## src/rtl/kvll_pkg.sv

```systemverilog
// ----------------------------------------------------------------------------
// kvll_pkg
// Shared types and constants for the key = value line lookup unit.
// ----------------------------------------------------------------------------
`default_nettype none

package kvll_pkg;

    localparam int KEY_BYTES   = 8;
    localparam int VALUE_MAX   = 63;

    localparam int KEY_TEXT_W  = 64;
    localparam int KEY_CNT_W   = 4;
    localparam int CAP_W       = 7;
    localparam int VAL_CNT_W   = 7;
    localparam int VAL_IDX_W   = 6;
    localparam int CFG_IDX_W   = 2;
    localparam int CFG_DATA_W  = 64;

    localparam logic [KEY_CNT_W-1:0] KEY_CNT_MAX = 4'd15;
    localparam logic [VAL_CNT_W-1:0] VAL_CNT_MAX = 7'd127;
    localparam logic [CAP_W-1:0]     CAP_RESET   = 7'd64;

    localparam logic [CFG_IDX_W-1:0] CFG_KEY_TEXT       = 2'd0;
    localparam logic [CFG_IDX_W-1:0] CFG_KEY_LENGTH     = 2'd1;
    localparam logic [CFG_IDX_W-1:0] CFG_VALUE_CAPACITY = 2'd2;

    localparam logic [7:0] CHAR_LF    = 8'h0A;
    localparam logic [7:0] CHAR_HASH  = 8'h23;
    localparam logic [7:0] CHAR_EQ    = 8'h3D;
    localparam logic [7:0] CHAR_SPACE = 8'h20;
    localparam logic [7:0] CHAR_TAB   = 8'h09;
    localparam logic [7:0] CHAR_CR    = 8'h0D;

    typedef enum logic [1:0] {
        KIND_BYTE     = 2'd0,
        KIND_FOUND    = 2'd1,
        KIND_NOTFOUND = 2'd2,
        KIND_ERROR    = 2'd3
    } kind_t;

    typedef enum logic [2:0] {
        PH_START,
        PH_KEY,
        PH_SKIP,
        PH_VLEAD,
        PH_VBODY
    } phase_t;

    typedef enum logic [1:0] {
        ST_SCAN,
        ST_PREP,
        ST_EMIT,
        ST_FOUND
    } ctrl_state_t;

    typedef struct packed {
        logic accept;
        logic prep;
        logic emit_byte;
        logic emit_found;
    } dp_cmd_t;

    typedef struct packed {
        logic need_emit;
        logic last_idx;
        logic out_free;
    } dp_status_t;

    function automatic logic is_blank(input logic [7:0] c);
        return c inside {CHAR_SPACE, CHAR_TAB, CHAR_CR};
    endfunction

endpackage

`default_nettype wire

```

## src/rtl/kvll_channels.sv

```systemverilog
// ----------------------------------------------------------------------------
// kvll channels
// Valid/ready channel interfaces for manifest bytes and lookup results.
// ----------------------------------------------------------------------------
`default_nettype none

interface kvll_in_if;
    logic       valid;
    logic       ready;
    logic [7:0] text_byte;
    logic       final_byte;

    modport source (output valid, output text_byte, output final_byte, input ready);
    modport sink   (input valid, input text_byte, input final_byte, output ready);
endinterface

interface kvll_out_if;
    logic                       valid;
    logic                       ready;
    kvll_pkg::kind_t            result_kind;
    logic [7:0]                 value_byte;
    logic [kvll_pkg::VAL_IDX_W-1:0] value_length;
    logic                       run_end;

    modport source (output valid, output result_kind, output value_byte,
                    output value_length, output run_end, input ready);
    modport sink   (input valid, input result_kind, input value_byte,
                    input value_length, input run_end, output ready);
endinterface

`default_nettype wire

```

## src/rtl/kvll_ctrl.sv

```systemverilog
// ----------------------------------------------------------------------------
// kvll_ctrl
// Controller: scanning, value store priming, value emission and found status.
// ----------------------------------------------------------------------------
`default_nettype none

module kvll_ctrl (
    input  wire logic                 clk,
    input  wire logic                 rst_n,
    input  wire logic                 in_valid,
    output logic                      in_ready,
    input  wire kvll_pkg::dp_status_t st,
    output kvll_pkg::dp_cmd_t         cmd
);
    import kvll_pkg::*;

    ctrl_state_t state_reg;
    ctrl_state_t state_next;

    always_ff @(posedge clk or negedge rst_n)
    begin
        if (!rst_n)
        begin
            state_reg <= ST_SCAN;
        end
        else
        begin
            state_reg <= state_next;
        end
    end

    always_comb
    begin
        state_next = state_reg;
        case (state_reg)
            ST_SCAN:
            begin
                if (in_valid && st.out_free && st.need_emit)
                begin
                    state_next = ST_PREP;
                end
            end
            ST_PREP:
            begin
                state_next = ST_EMIT;
            end
            ST_EMIT:
            begin
                if (st.out_free && st.last_idx)
                begin
                    state_next = ST_FOUND;
                end
            end
            ST_FOUND:
            begin
                if (st.out_free)
                begin
                    state_next = ST_SCAN;
                end
            end
            default:
            begin
                state_next = ST_SCAN;
            end
        endcase
    end

    always_comb
    begin
        in_ready       = 1'b0;
        cmd            = '0;
        case (state_reg)
            ST_SCAN:
            begin
                in_ready   = st.out_free;
                cmd.accept = in_valid && st.out_free;
            end
            ST_PREP:
            begin
                cmd.prep = 1'b1;
            end
            ST_EMIT:
            begin
                cmd.emit_byte = st.out_free;
            end
            ST_FOUND:
            begin
                cmd.emit_found = st.out_free;
            end
            default:
            begin
                cmd = '0;
            end
        endcase
    end

endmodule

`default_nettype wire

```

## src/rtl/kvll_datapath.sv

```systemverilog
// ----------------------------------------------------------------------------
// kvll_datapath
// Line parser state, configuration registers, value store and result register.
// ----------------------------------------------------------------------------
`default_nettype none

module kvll_datapath (
    input  wire logic                                clk,
    input  wire logic                                rst_n,
    input  wire logic                                cfg_we,
    input  wire logic [kvll_pkg::CFG_IDX_W-1:0]      cfg_index,
    input  wire logic [kvll_pkg::CFG_DATA_W-1:0]     cfg_data,
    input  wire logic [7:0]                          in_byte,
    input  wire logic                                in_last,
    input  wire kvll_pkg::dp_cmd_t                   cmd,
    output kvll_pkg::dp_status_t                     st,
    output logic                                     out_valid,
    input  wire logic                                out_ready,
    output kvll_pkg::kind_t                          out_kind,
    output logic [7:0]                               out_byte,
    output logic [kvll_pkg::VAL_IDX_W-1:0]           out_len,
    output logic                                     out_end
);
    import kvll_pkg::*;

    logic [KEY_TEXT_W-1:0] key_text_reg;
    logic [KEY_CNT_W-1:0]  key_length_reg;
    logic [CAP_W-1:0]      value_capacity_reg;

    phase_t                phase_reg, phase_next;
    logic [KEY_CNT_W-1:0]  ksc_reg, ksc_next;
    logic                  keq_reg, keq_next;
    logic [KEY_CNT_W-1:0]  ktc_reg, ktc_next;
    logic                  kteq_reg, kteq_next;
    logic [VAL_CNT_W-1:0]  vsc_reg, vsc_next;
    logic [VAL_CNT_W-1:0]  vtc_reg, vtc_next;
    logic                  done_reg, done_next;

    logic [VAL_IDX_W-1:0]  n_reg;
    logic [VAL_IDX_W-1:0]  idx_reg, idx_next;

    logic [7:0]            mem [0:VALUE_MAX-1];
    logic [7:0]            rdata_reg;

    logic                  out_valid_reg;
    kind_t                 out_kind_reg;
    logic [7:0]            out_byte_reg;
    logic [VAL_IDX_W-1:0]  out_len_reg;
    logic                  out_end_reg;

    phase_t                ph_eff;
    logic                  blank_c;
    logic                  end_line;
    logic                  key_eq;
    logic                  too_long;
    logic                  wr_en;
    logic                  scan_load;
    kind_t                 scan_kind;
    logic [VAL_IDX_W-1:0]  scan_len;
    logic                  need_emit;
    logic                  out_free;

    // line parser
    always_comb
    begin
        blank_c    = is_blank(in_byte);
        phase_next = phase_reg;
        ksc_next   = ksc_reg;
        keq_next   = keq_reg;
        ktc_next   = ktc_reg;
        kteq_next  = kteq_reg;
        vsc_next   = vsc_reg;
        vtc_next   = vtc_reg;
        done_next  = done_reg;
        ph_eff     = phase_reg;
        end_line   = 1'b0;
        key_eq     = 1'b0;
        too_long   = 1'b0;
        wr_en      = 1'b0;
        scan_load  = 1'b0;
        scan_kind  = KIND_NOTFOUND;
        scan_len   = '0;
        need_emit  = 1'b0;
        if (!done_reg)
        begin
            if (in_byte != CHAR_LF)
            begin
                if (phase_reg == PH_START && !blank_c)
                begin
                    ph_eff = (in_byte == CHAR_HASH) ? PH_SKIP : PH_KEY;
                end
                else if (phase_reg == PH_VLEAD && !blank_c)
                begin
                    ph_eff = PH_VBODY;
                end
                phase_next = ph_eff;
                case (ph_eff)
                    PH_KEY:
                    begin
                        if (in_byte == CHAR_EQ)
                        begin
                            phase_next = (kteq_reg && ktc_reg == key_length_reg) ?
                                         PH_VLEAD : PH_SKIP;
                        end
                        else
                        begin
                            key_eq = keq_reg && (ksc_reg < key_length_reg) &&
                                     (ksc_reg < KEY_CNT_W'(KEY_BYTES)) &&
                                     (in_byte == key_text_reg[{ksc_reg[2:0], 3'b000} +: 8]);
                            keq_next = key_eq;
                            if (ksc_reg < KEY_CNT_MAX)
                            begin
                                ksc_next = ksc_reg + 1'b1;
                            end
                            if (!blank_c)
                            begin
                                ktc_next  = ksc_next;
                                kteq_next = key_eq;
                            end
                        end
                    end
                    PH_VBODY:
                    begin
                        wr_en = vsc_reg < VAL_CNT_W'(VALUE_MAX);
                        if (vsc_reg < VAL_CNT_MAX)
                        begin
                            vsc_next = vsc_reg + 1'b1;
                        end
                        if (!blank_c)
                        begin
                            vtc_next = vsc_next;
                        end
                    end
                    default:
                    begin
                    end
                endcase
                end_line = in_last;
            end
            else
            begin
                end_line = 1'b1;
            end
            if (end_line)
            begin
                if (phase_next inside {PH_VLEAD, PH_VBODY})
                begin
                    done_next = 1'b1;
                    too_long  = (value_capacity_reg == '0) ||
                                ({1'b0, vtc_next} + 8'd1 > {1'b0, value_capacity_reg}) ||
                                (vtc_next > VAL_CNT_W'(VALUE_MAX));
                    if (too_long)
                    begin
                        scan_load = 1'b1;
                        scan_kind = KIND_ERROR;
                    end
                    else if (vtc_next == '0)
                    begin
                        scan_load = 1'b1;
                        scan_kind = KIND_FOUND;
                    end
                    else
                    begin
                        need_emit = 1'b1;
                        scan_len  = vtc_next[VAL_IDX_W-1:0];
                    end
                end
                phase_next = PH_START;
                ksc_next   = '0;
                keq_next   = 1'b1;
                ktc_next   = '0;
                kteq_next  = 1'b1;
                vsc_next   = '0;
                vtc_next   = '0;
            end
            if (in_last && !done_next)
            begin
                scan_load = 1'b1;
                scan_kind = (value_capacity_reg == '0) ? KIND_ERROR : KIND_NOTFOUND;
            end
        end
        if (in_last)
        begin
            done_next  = 1'b0;
            phase_next = PH_START;
            ksc_next   = '0;
            keq_next   = 1'b1;
            ktc_next   = '0;
            kteq_next  = 1'b1;
            vsc_next   = '0;
            vtc_next   = '0;
        end
    end

    always_ff @(posedge clk or negedge rst_n)
    begin
        if (!rst_n)
        begin
            key_text_reg       <= '0;
            key_length_reg     <= '0;
            value_capacity_reg <= CAP_RESET;
        end
        else if (cfg_we)
        begin
            case (cfg_index)
                CFG_KEY_TEXT:       key_text_reg       <= cfg_data;
                CFG_KEY_LENGTH:     key_length_reg     <= cfg_data[KEY_CNT_W-1:0];
                CFG_VALUE_CAPACITY: value_capacity_reg <= cfg_data[CAP_W-1:0];
                default:
                begin
                end
            endcase
        end
    end

    always_ff @(posedge clk or negedge rst_n)
    begin
        if (!rst_n)
        begin
            phase_reg <= PH_START;
            ksc_reg   <= '0;
            keq_reg   <= 1'b1;
            ktc_reg   <= '0;
            kteq_reg  <= 1'b1;
            vsc_reg   <= '0;
            vtc_reg   <= '0;
            done_reg  <= 1'b0;
        end
        else if (cmd.accept)
        begin
            phase_reg <= phase_next;
            ksc_reg   <= ksc_next;
            keq_reg   <= keq_next;
            ktc_reg   <= ktc_next;
            kteq_reg  <= kteq_next;
            vsc_reg   <= vsc_next;
            vtc_reg   <= vtc_next;
            done_reg  <= done_next;
        end
    end

    // emission index; read data always tracks the next index
    always_comb
    begin
        idx_next = idx_reg;
        if (cmd.prep)
        begin
            idx_next = '0;
        end
        else if (cmd.emit_byte)
        begin
            idx_next = idx_reg + 1'b1;
        end
    end

    always_ff @(posedge clk)
    begin
        idx_reg <= idx_next;
        if (cmd.accept && need_emit)
        begin
            n_reg <= scan_len;
        end
    end

    always_ff @(posedge clk)
    begin
        if (cmd.accept && wr_en)
        begin
            mem[vsc_reg[VAL_IDX_W-1:0]] <= in_byte;
        end
        rdata_reg <= mem[idx_next];
    end

    // result register
    assign out_free = !out_valid_reg || out_ready;

    always_ff @(posedge clk or negedge rst_n)
    begin
        if (!rst_n)
        begin
            out_valid_reg <= 1'b0;
        end
        else if ((cmd.accept && scan_load) || cmd.emit_byte || cmd.emit_found)
        begin
            out_valid_reg <= 1'b1;
        end
        else if (out_ready)
        begin
            out_valid_reg <= 1'b0;
        end
    end

    always_ff @(posedge clk)
    begin
        if (cmd.accept && scan_load)
        begin
            out_kind_reg <= scan_kind;
            out_byte_reg <= '0;
            out_len_reg  <= scan_len;
            out_end_reg  <= 1'b1;
        end
        else if (cmd.emit_byte)
        begin
            out_kind_reg <= KIND_BYTE;
            out_byte_reg <= rdata_reg;
            out_len_reg  <= '0;
            out_end_reg  <= 1'b0;
        end
        else if (cmd.emit_found)
        begin
            out_kind_reg <= KIND_FOUND;
            out_byte_reg <= '0;
            out_len_reg  <= n_reg;
            out_end_reg  <= 1'b1;
        end
    end

    assign st.need_emit = need_emit;
    assign st.last_idx  = (idx_reg + 1'b1) == n_reg;
    assign st.out_free  = out_free;

    assign out_valid = out_valid_reg;
    assign out_kind  = out_kind_reg;
    assign out_byte  = out_byte_reg;
    assign out_len   = out_len_reg;
    assign out_end   = out_end_reg;

endmodule

`default_nettype wire

```

## src/rtl/key_value_line_lookup_unit.sv

```systemverilog
// ----------------------------------------------------------------------------
// key_value_line_lookup_unit
// Streaming lookup of the first key = value line that matches a set key.
// ----------------------------------------------------------------------------
// Manifest bytes are taken one per cycle while the unit scans, as long as the
// result register is free or being drained. Lines that carry no match and all
// bytes after a decided result add no input stall. On the matching line end
// the unit holds off input to prime the value store read, then sends the n
// value bytes and the found status at one item per cycle when the result side
// is ready. Status items for not found, errors and empty values are loaded
// into the result register as the deciding byte is taken. The value store
// needs no clearing after reset. The user must write configuration through
// cfg_we, cfg_index and cfg_data only while idle; the unit does not check it.
// ----------------------------------------------------------------------------
`default_nettype none

module key_value_line_lookup_unit (
    input  wire logic                            clk,
    input  wire logic                            rst_n,
    kvll_in_if.sink                              manifest,
    kvll_out_if.source                           result,
    input  wire logic                            cfg_we,
    input  wire logic [kvll_pkg::CFG_IDX_W-1:0]  cfg_index,
    input  wire logic [kvll_pkg::CFG_DATA_W-1:0] cfg_data
);
    import kvll_pkg::*;

    dp_cmd_t    dp_cmd;
    dp_status_t dp_st;
    logic       in_ready;

    kvll_ctrl u_ctrl (
        .clk      (clk),
        .rst_n    (rst_n),
        .in_valid (manifest.valid),
        .in_ready (in_ready),
        .st       (dp_st),
        .cmd      (dp_cmd)
    );

    kvll_datapath u_datapath (
        .clk       (clk),
        .rst_n     (rst_n),
        .cfg_we    (cfg_we),
        .cfg_index (cfg_index),
        .cfg_data  (cfg_data),
        .in_byte   (manifest.text_byte),
        .in_last   (manifest.final_byte),
        .cmd       (dp_cmd),
        .st        (dp_st),
        .out_valid (result.valid),
        .out_ready (result.ready),
        .out_kind  (result.result_kind),
        .out_byte  (result.value_byte),
        .out_len   (result.value_length),
        .out_end   (result.run_end)
    );

    assign manifest.ready = in_ready;

`ifndef SYNTHESIS
    a_emit_needs_room: assert property (@(posedge clk) disable iff (!rst_n)
        (dp_cmd.emit_byte || dp_cmd.emit_found) |-> dp_st.out_free)
        else $error("emission into an occupied result register");

    a_no_accept_while_emitting: assert property (@(posedge clk) disable iff (!rst_n)
        (manifest.valid && in_ready) |-> !(dp_cmd.prep || dp_cmd.emit_byte ||
                                           dp_cmd.emit_found))
        else $error("input taken during value emission");

    a_prep_holds_input: assert property (@(posedge clk) disable iff (!rst_n)
        dp_cmd.prep |=> !in_ready)
        else $error("input reopened right after store priming");
`endif

endmodule

`default_nettype wire
```

## src/flat_wrapper.sv

```systemverilog
// flat-port wrapper written by rule: the top's interface ports become plain ports
module key_value_line_lookup_unit_flat import kvll_pkg::*;
  (clk, rst_n, cfg_we, cfg_index, cfg_data, manifest_valid, manifest_text_byte, manifest_final_byte, manifest_ready, result_valid, result_result_kind, result_value_byte, result_value_length, result_run_end, result_ready);
  kvll_in_if manifest_i ();
  kvll_out_if result_i ();
  input  wire logic clk;
  input  wire logic rst_n;
  input  wire logic cfg_we;
  input  wire logic [kvll_pkg::CFG_IDX_W-1:0] cfg_index;
  input  wire logic [kvll_pkg::CFG_DATA_W-1:0] cfg_data;
  input wire logic [$bits(manifest_i.valid)-1:0] manifest_valid;
  input wire logic [$bits(manifest_i.text_byte)-1:0] manifest_text_byte;
  input wire logic [$bits(manifest_i.final_byte)-1:0] manifest_final_byte;
  output wire logic [$bits(manifest_i.ready)-1:0] manifest_ready;
  output wire logic [$bits(result_i.valid)-1:0] result_valid;
  output wire logic [$bits(result_i.result_kind)-1:0] result_result_kind;
  output wire logic [$bits(result_i.value_byte)-1:0] result_value_byte;
  output wire logic [$bits(result_i.value_length)-1:0] result_value_length;
  output wire logic [$bits(result_i.run_end)-1:0] result_run_end;
  input wire logic [$bits(result_i.ready)-1:0] result_ready;
  assign manifest_i.valid = manifest_valid;
  assign manifest_i.text_byte = manifest_text_byte;
  assign manifest_i.final_byte = manifest_final_byte;
  assign manifest_ready = manifest_i.ready;
  assign result_valid = result_i.valid;
  assign result_result_kind = result_i.result_kind;
  assign result_value_byte = result_i.value_byte;
  assign result_value_length = result_i.value_length;
  assign result_run_end = result_i.run_end;
  assign result_i.ready = result_ready;
  key_value_line_lookup_unit u_core (.clk(clk), .rst_n(rst_n), .manifest(manifest_i), .result(result_i), .cfg_we(cfg_we), .cfg_index(cfg_index), .cfg_data(cfg_data));
endmodule
```

## config.mk

```make
export PLATFORM = sky130hd
export DESIGN_NAME = key_value_line_lookup_unit_flat
export DESIGN_NICKNAME = d
export VERILOG_FILES = /design/src/rtl/kvll_pkg.sv /design/src/rtl/kvll_channels.sv /design/src/rtl/kvll_ctrl.sv /design/src/rtl/kvll_datapath.sv /design/src/rtl/key_value_line_lookup_unit.sv /design/src/flat_wrapper.sv
export SDC_FILE = /design/constraint.sdc
export NUM_CORES = 1
export LEC_CHECK = 0
export BUFFER_PORTS_ARGS = -buffer_cell sky130_fd_sc_hd__buf_4
export CAP_MARGIN = 20
export CORE_MARGIN = 1.5
export CORE_UTILIZATION = 55
export CTS_CLUSTER_DIAMETER = 200
export DETAILED_ROUTE_END_ITERATION = 6
export GPL_ROUTABILITY_DRIVEN = 0
export MAX_ROUTING_LAYER = met4
export PLACE_DENSITY = 0.8
export SLEW_MARGIN = 10
export SYNTH_ARGS = -nofsm -noshare
export SYNTH_HDL_FRONTEND = slang
export SYNTH_SLANG_ARGS = --single-unit
```

## constraint.sdc

```tcl
create_clock -name clk -period 5.1 [get_ports clk]
set_clock_uncertainty 0.05 [all_clocks]
set_input_delay 1.02 -clock clk [delete_from_list [all_inputs] [get_ports clk]]
set_output_delay 1.02 -clock clk [all_outputs]
set_load 0.05 [all_outputs]
```

==> impl_metrics.env <==
export IMPL_status="complete, no violations"
export IMPL_antenna_found_initial=2
export IMPL_r2r_end="u_core.u_datapath.n_reg[0]$_DFFE_PP_"
export IMPL_fp_coreArea_um2=49000
export IMPL_ant_nets=0
export IMPL_fin_setup_tns_ns=0
export IMPL_rr_worst_depth=18
export IMPL_worst_endpoint_arrival_ns=4.80
export IMPL_min_period_over_period=0.891
export IMPL_drive_gt1_frac=0.301
export IMPL_crit_start="u_core.u_datapath.vsc_reg[2]$_DFFE_PN0P_"
export IMPL_largest_reg_flops=504
export IMPL_die_x_um=226
export IMPL_hold_buffers=0
export IMPL_worstSetupPathType="reg2reg"
export IMPL_synthToLayoutAreaGrowth_pct=15.5
export IMPL_boundaryPins=99
export IMPL_drt_iter0_markers=1624
export IMPL_die_area_um2=50900
export IMPL_drc=0
export IMPL_nets=1938
export IMPL_grt_util_all_layers=0.263
export IMPL_num_rows=81
export IMPL_wl_um=63900
export IMPL_ys_seq_elements=647
export IMPL_worst_pin_slew_ns=1.03
export IMPL_ys_types=78
export IMPL_grt_pass1_wl_um=96900
export IMPL_dr_total_vias=15793
export IMPL_start_util=0.557
export IMPL_synth_nets=1745
export IMPL_ys_warn_count=0
export IMPL_final_common_cell="edfxtp_1"
export IMPL_slew_viol_final=0
export IMPL_numCtsBuffers=61
export IMPL_power_density_nw_per_um2=489
export IMPL_cp_required_ns=5.35
export IMPL_ys_seq_area_frac=0.684
export IMPL_cts_setup_buffers=0
export IMPL_clock_latency_ns=0.65
export IMPL_r2r_start="u_core.u_datapath.vsc_reg[2]$_DFFE_PN0P_"
export IMPL_finalSetupViolations=0
export IMPL_port_buffers=98
export IMPL_cp_max_fo=15
export IMPL_synth_largest_area_cell="edfxtp_1"
export IMPL_crit_path_start_kind="flip-flop"
export IMPL_power_leakage_nw=10.9
export IMPL_hpwlAfterDp_um=41600
export IMPL_max_freq_ghz=0.220
export IMPL_syn_inst=1646
export IMPL_avgSynthCellArea_um2=16.6
export IMPL_synth_edf_count=518
export IMPL_mostFrequentLayoutCells="edfxtp_1 (518), buf_4 (206), mux2_2 (114), nor2_1 (109), mux4_2 (104)"
export IMPL_ys_top_cells_by_area="edfxtp_1 (57%), dfrtp_1 (9.4%), mux4_2 (8.6%)"
export IMPL_fin_hold_ws_ns=0.455
export IMPL_endpoint_kind="flip-flop"
export IMPL_die_height_um=226
export IMPL_max_slew_margin=0.313
export IMPL_cap_violations=0
export IMPL_grt_setup_unrepaired="no"
export IMPL_hold_violations=0
export IMPL_cts_tree="done"
export IMPL_clk_pin_slew_worst_paths_ns=0.06
export IMPL_grt_pass1_vias=15865
export IMPL_crit_path_end="u_core.u_datapath.n_reg[0]$_DFFE_PP_"
export IMPL_fin_util=0.643
export IMPL_via_per_inst=6.18
export IMPL_yosysTopAreaCellShare=0.570
export IMPL_routedWlPerCell_um=25.0
export IMPL_r2r_slack_ns=0.55
export IMPL_min_path_type="in2async"
export IMPL_async_flop_share=0.164
export IMPL_grt_max_degree=71
export IMPL_ir_worst_vdd_v=0.000332
export IMPL_drt_first_pass_iters=6
export IMPL_synth_area_um2=27300
export IMPL_clock_sinks=647
export IMPL_synth_ff_type="edfxtp_1"
export IMPL_clock_path_buffers=3
export IMPL_grt_overflow_total=0
export IMPL_cts_max_level=2
export IMPL_root_buffer="clkbuf_16"
export IMPL_post_route_min_period_ns=4.55
export IMPL_cts_resized=0
[report_power, final]
| group | total, mW | internal, mW | switching [mW] |
|---|---|---|---|
| Combinational | 4.53 | 2.03 | 2.50 |
| Clock | 4.59 | 2.62 | 1.97 |
| Sequential | 6.27 | 6.00 | 0.269 |
[final cells by class]
| cell class | instances | area [µm²] |
|---|---|---|
| Sequential cell | 647 | 18700 |
| Multi-Input combinational cell | 891 | 8170 |
| Fill cell | 3325 | 17500 |
| Timing Repair Buffer | 210 | 1630 |
| Inverter | 28 | 113 |
| Clock inverter | 29 | 278 |
| Tap cell | 664 | 831 |
| Clock buffer | 85 | 1800 |
| Antenna cell | 2 | 5.00 |
[per-layer routing]
layer | vias to the layer above | GRT usage | routed length, µm
met5 | - | - | 0
met4 | 0 | 0.0903 | 2120
met3 | 143 | 0.0474 | 4970
met1 | 8025 | 0.343 | 25100
li1 | 6847 | - | -
met2 | 778 | 0.420 | 31800
[worst min path at each step]
stage,slack (ns),endpoint,cells past startpoint
floorplan,0.41,u_core.u_datapath.out_byte[0]$_SDFFE_PP0P_,2
global placement,0.42,u_core.u_datapath.out_byte[0]$_SDFFE_PP0P_,2
detailed placement,0.43,u_core.u_datapath.out_byte[0]$_SDFFE_PP0P_,2
CTS,0.45,u_core.u_datapath.key_text_reg[56]$_DFFE_PN0P_,1
global route,0.47,u_core.u_datapath.key_text_reg[56]$_DFFE_PN0P_,1
finish,0.46,u_core.u_datapath.key_text_reg[40]$_DFFE_PN0P_,1
[worst max-delay path: stages, from the launching register on]
cell	delay [ns]
dfrtp_1	0.63
and3_1	0.44
nand3_1	0.21
nand2_1	0.14
mux2i_1	0.10
inv_1	0.09
ha_1	0.23
o2111ai_1	0.16
mux2i_1	0.23
nand2_1	0.11
xnor2_1	0.14
ha_1	0.30
nand3_1	0.09
o22ai_1	0.15
a21oi_1	0.07
a211oi_2	0.29
o211ai_2	0.14
nand2b_1	0.20
nor3_2	0.40
[cells in the mapped netlist (all sizes together), types with 4 or more instances]
cell    number
a211o        4
a21oi       41
a22oi        9
a311oi       8
a31oi        5
a32oi       10
and2         7
and3        10
and4b        4
buf         39
clkbuf      41
dfrtp      103
dfxtp       23
edfxtp     518
ha          19
inv         28
mux2       115
mux2i       98
mux4       104
nand2       97
nand2b      12
nand3       24
nand3b       5
nand4        9
nor2       119
nor2b        4
nor3         6
nor3b        4
nor4         9
o211ai       9
o21ai       44
o221ai      17
o22a        11
o22ai        5
or3          6
or3b         4
xnor2       20
xor2        14
[per-stage QoR]
| step | total power, mW | cells | instance area (µm²) | worst slack, ns |
|---|---|---|---|---|
| floorplan | 9.46 | 1646 | 27300 | 0.0944 |
| global placement | 10.7 | 2440 | 29400 | 0.103 |
| detailed placement | 10.8 | 2440 | 29400 | -0.0468 |
| CTS | 15.4 | 2554 | 31500 | 0.627 |
| global route | 16.0 | 2556 | 31500 | 0.233 |
| finish | 15.4 | 2556 | 31500 | 0.555 |
[cells by family after synthesis]
kind of cell / Yosys count / synth area share
compound gates: 190 / 0.0496
xor+xnor: 34 / 0.0109
fa+ha+maj: 19 / 0.00871
buf+inv: 108 / 0.0172
flops: 647 / 0.684
mux: 317 / 0.169
simple gates: 331 / 0.0598
Power figures use the tool's default switching activity.
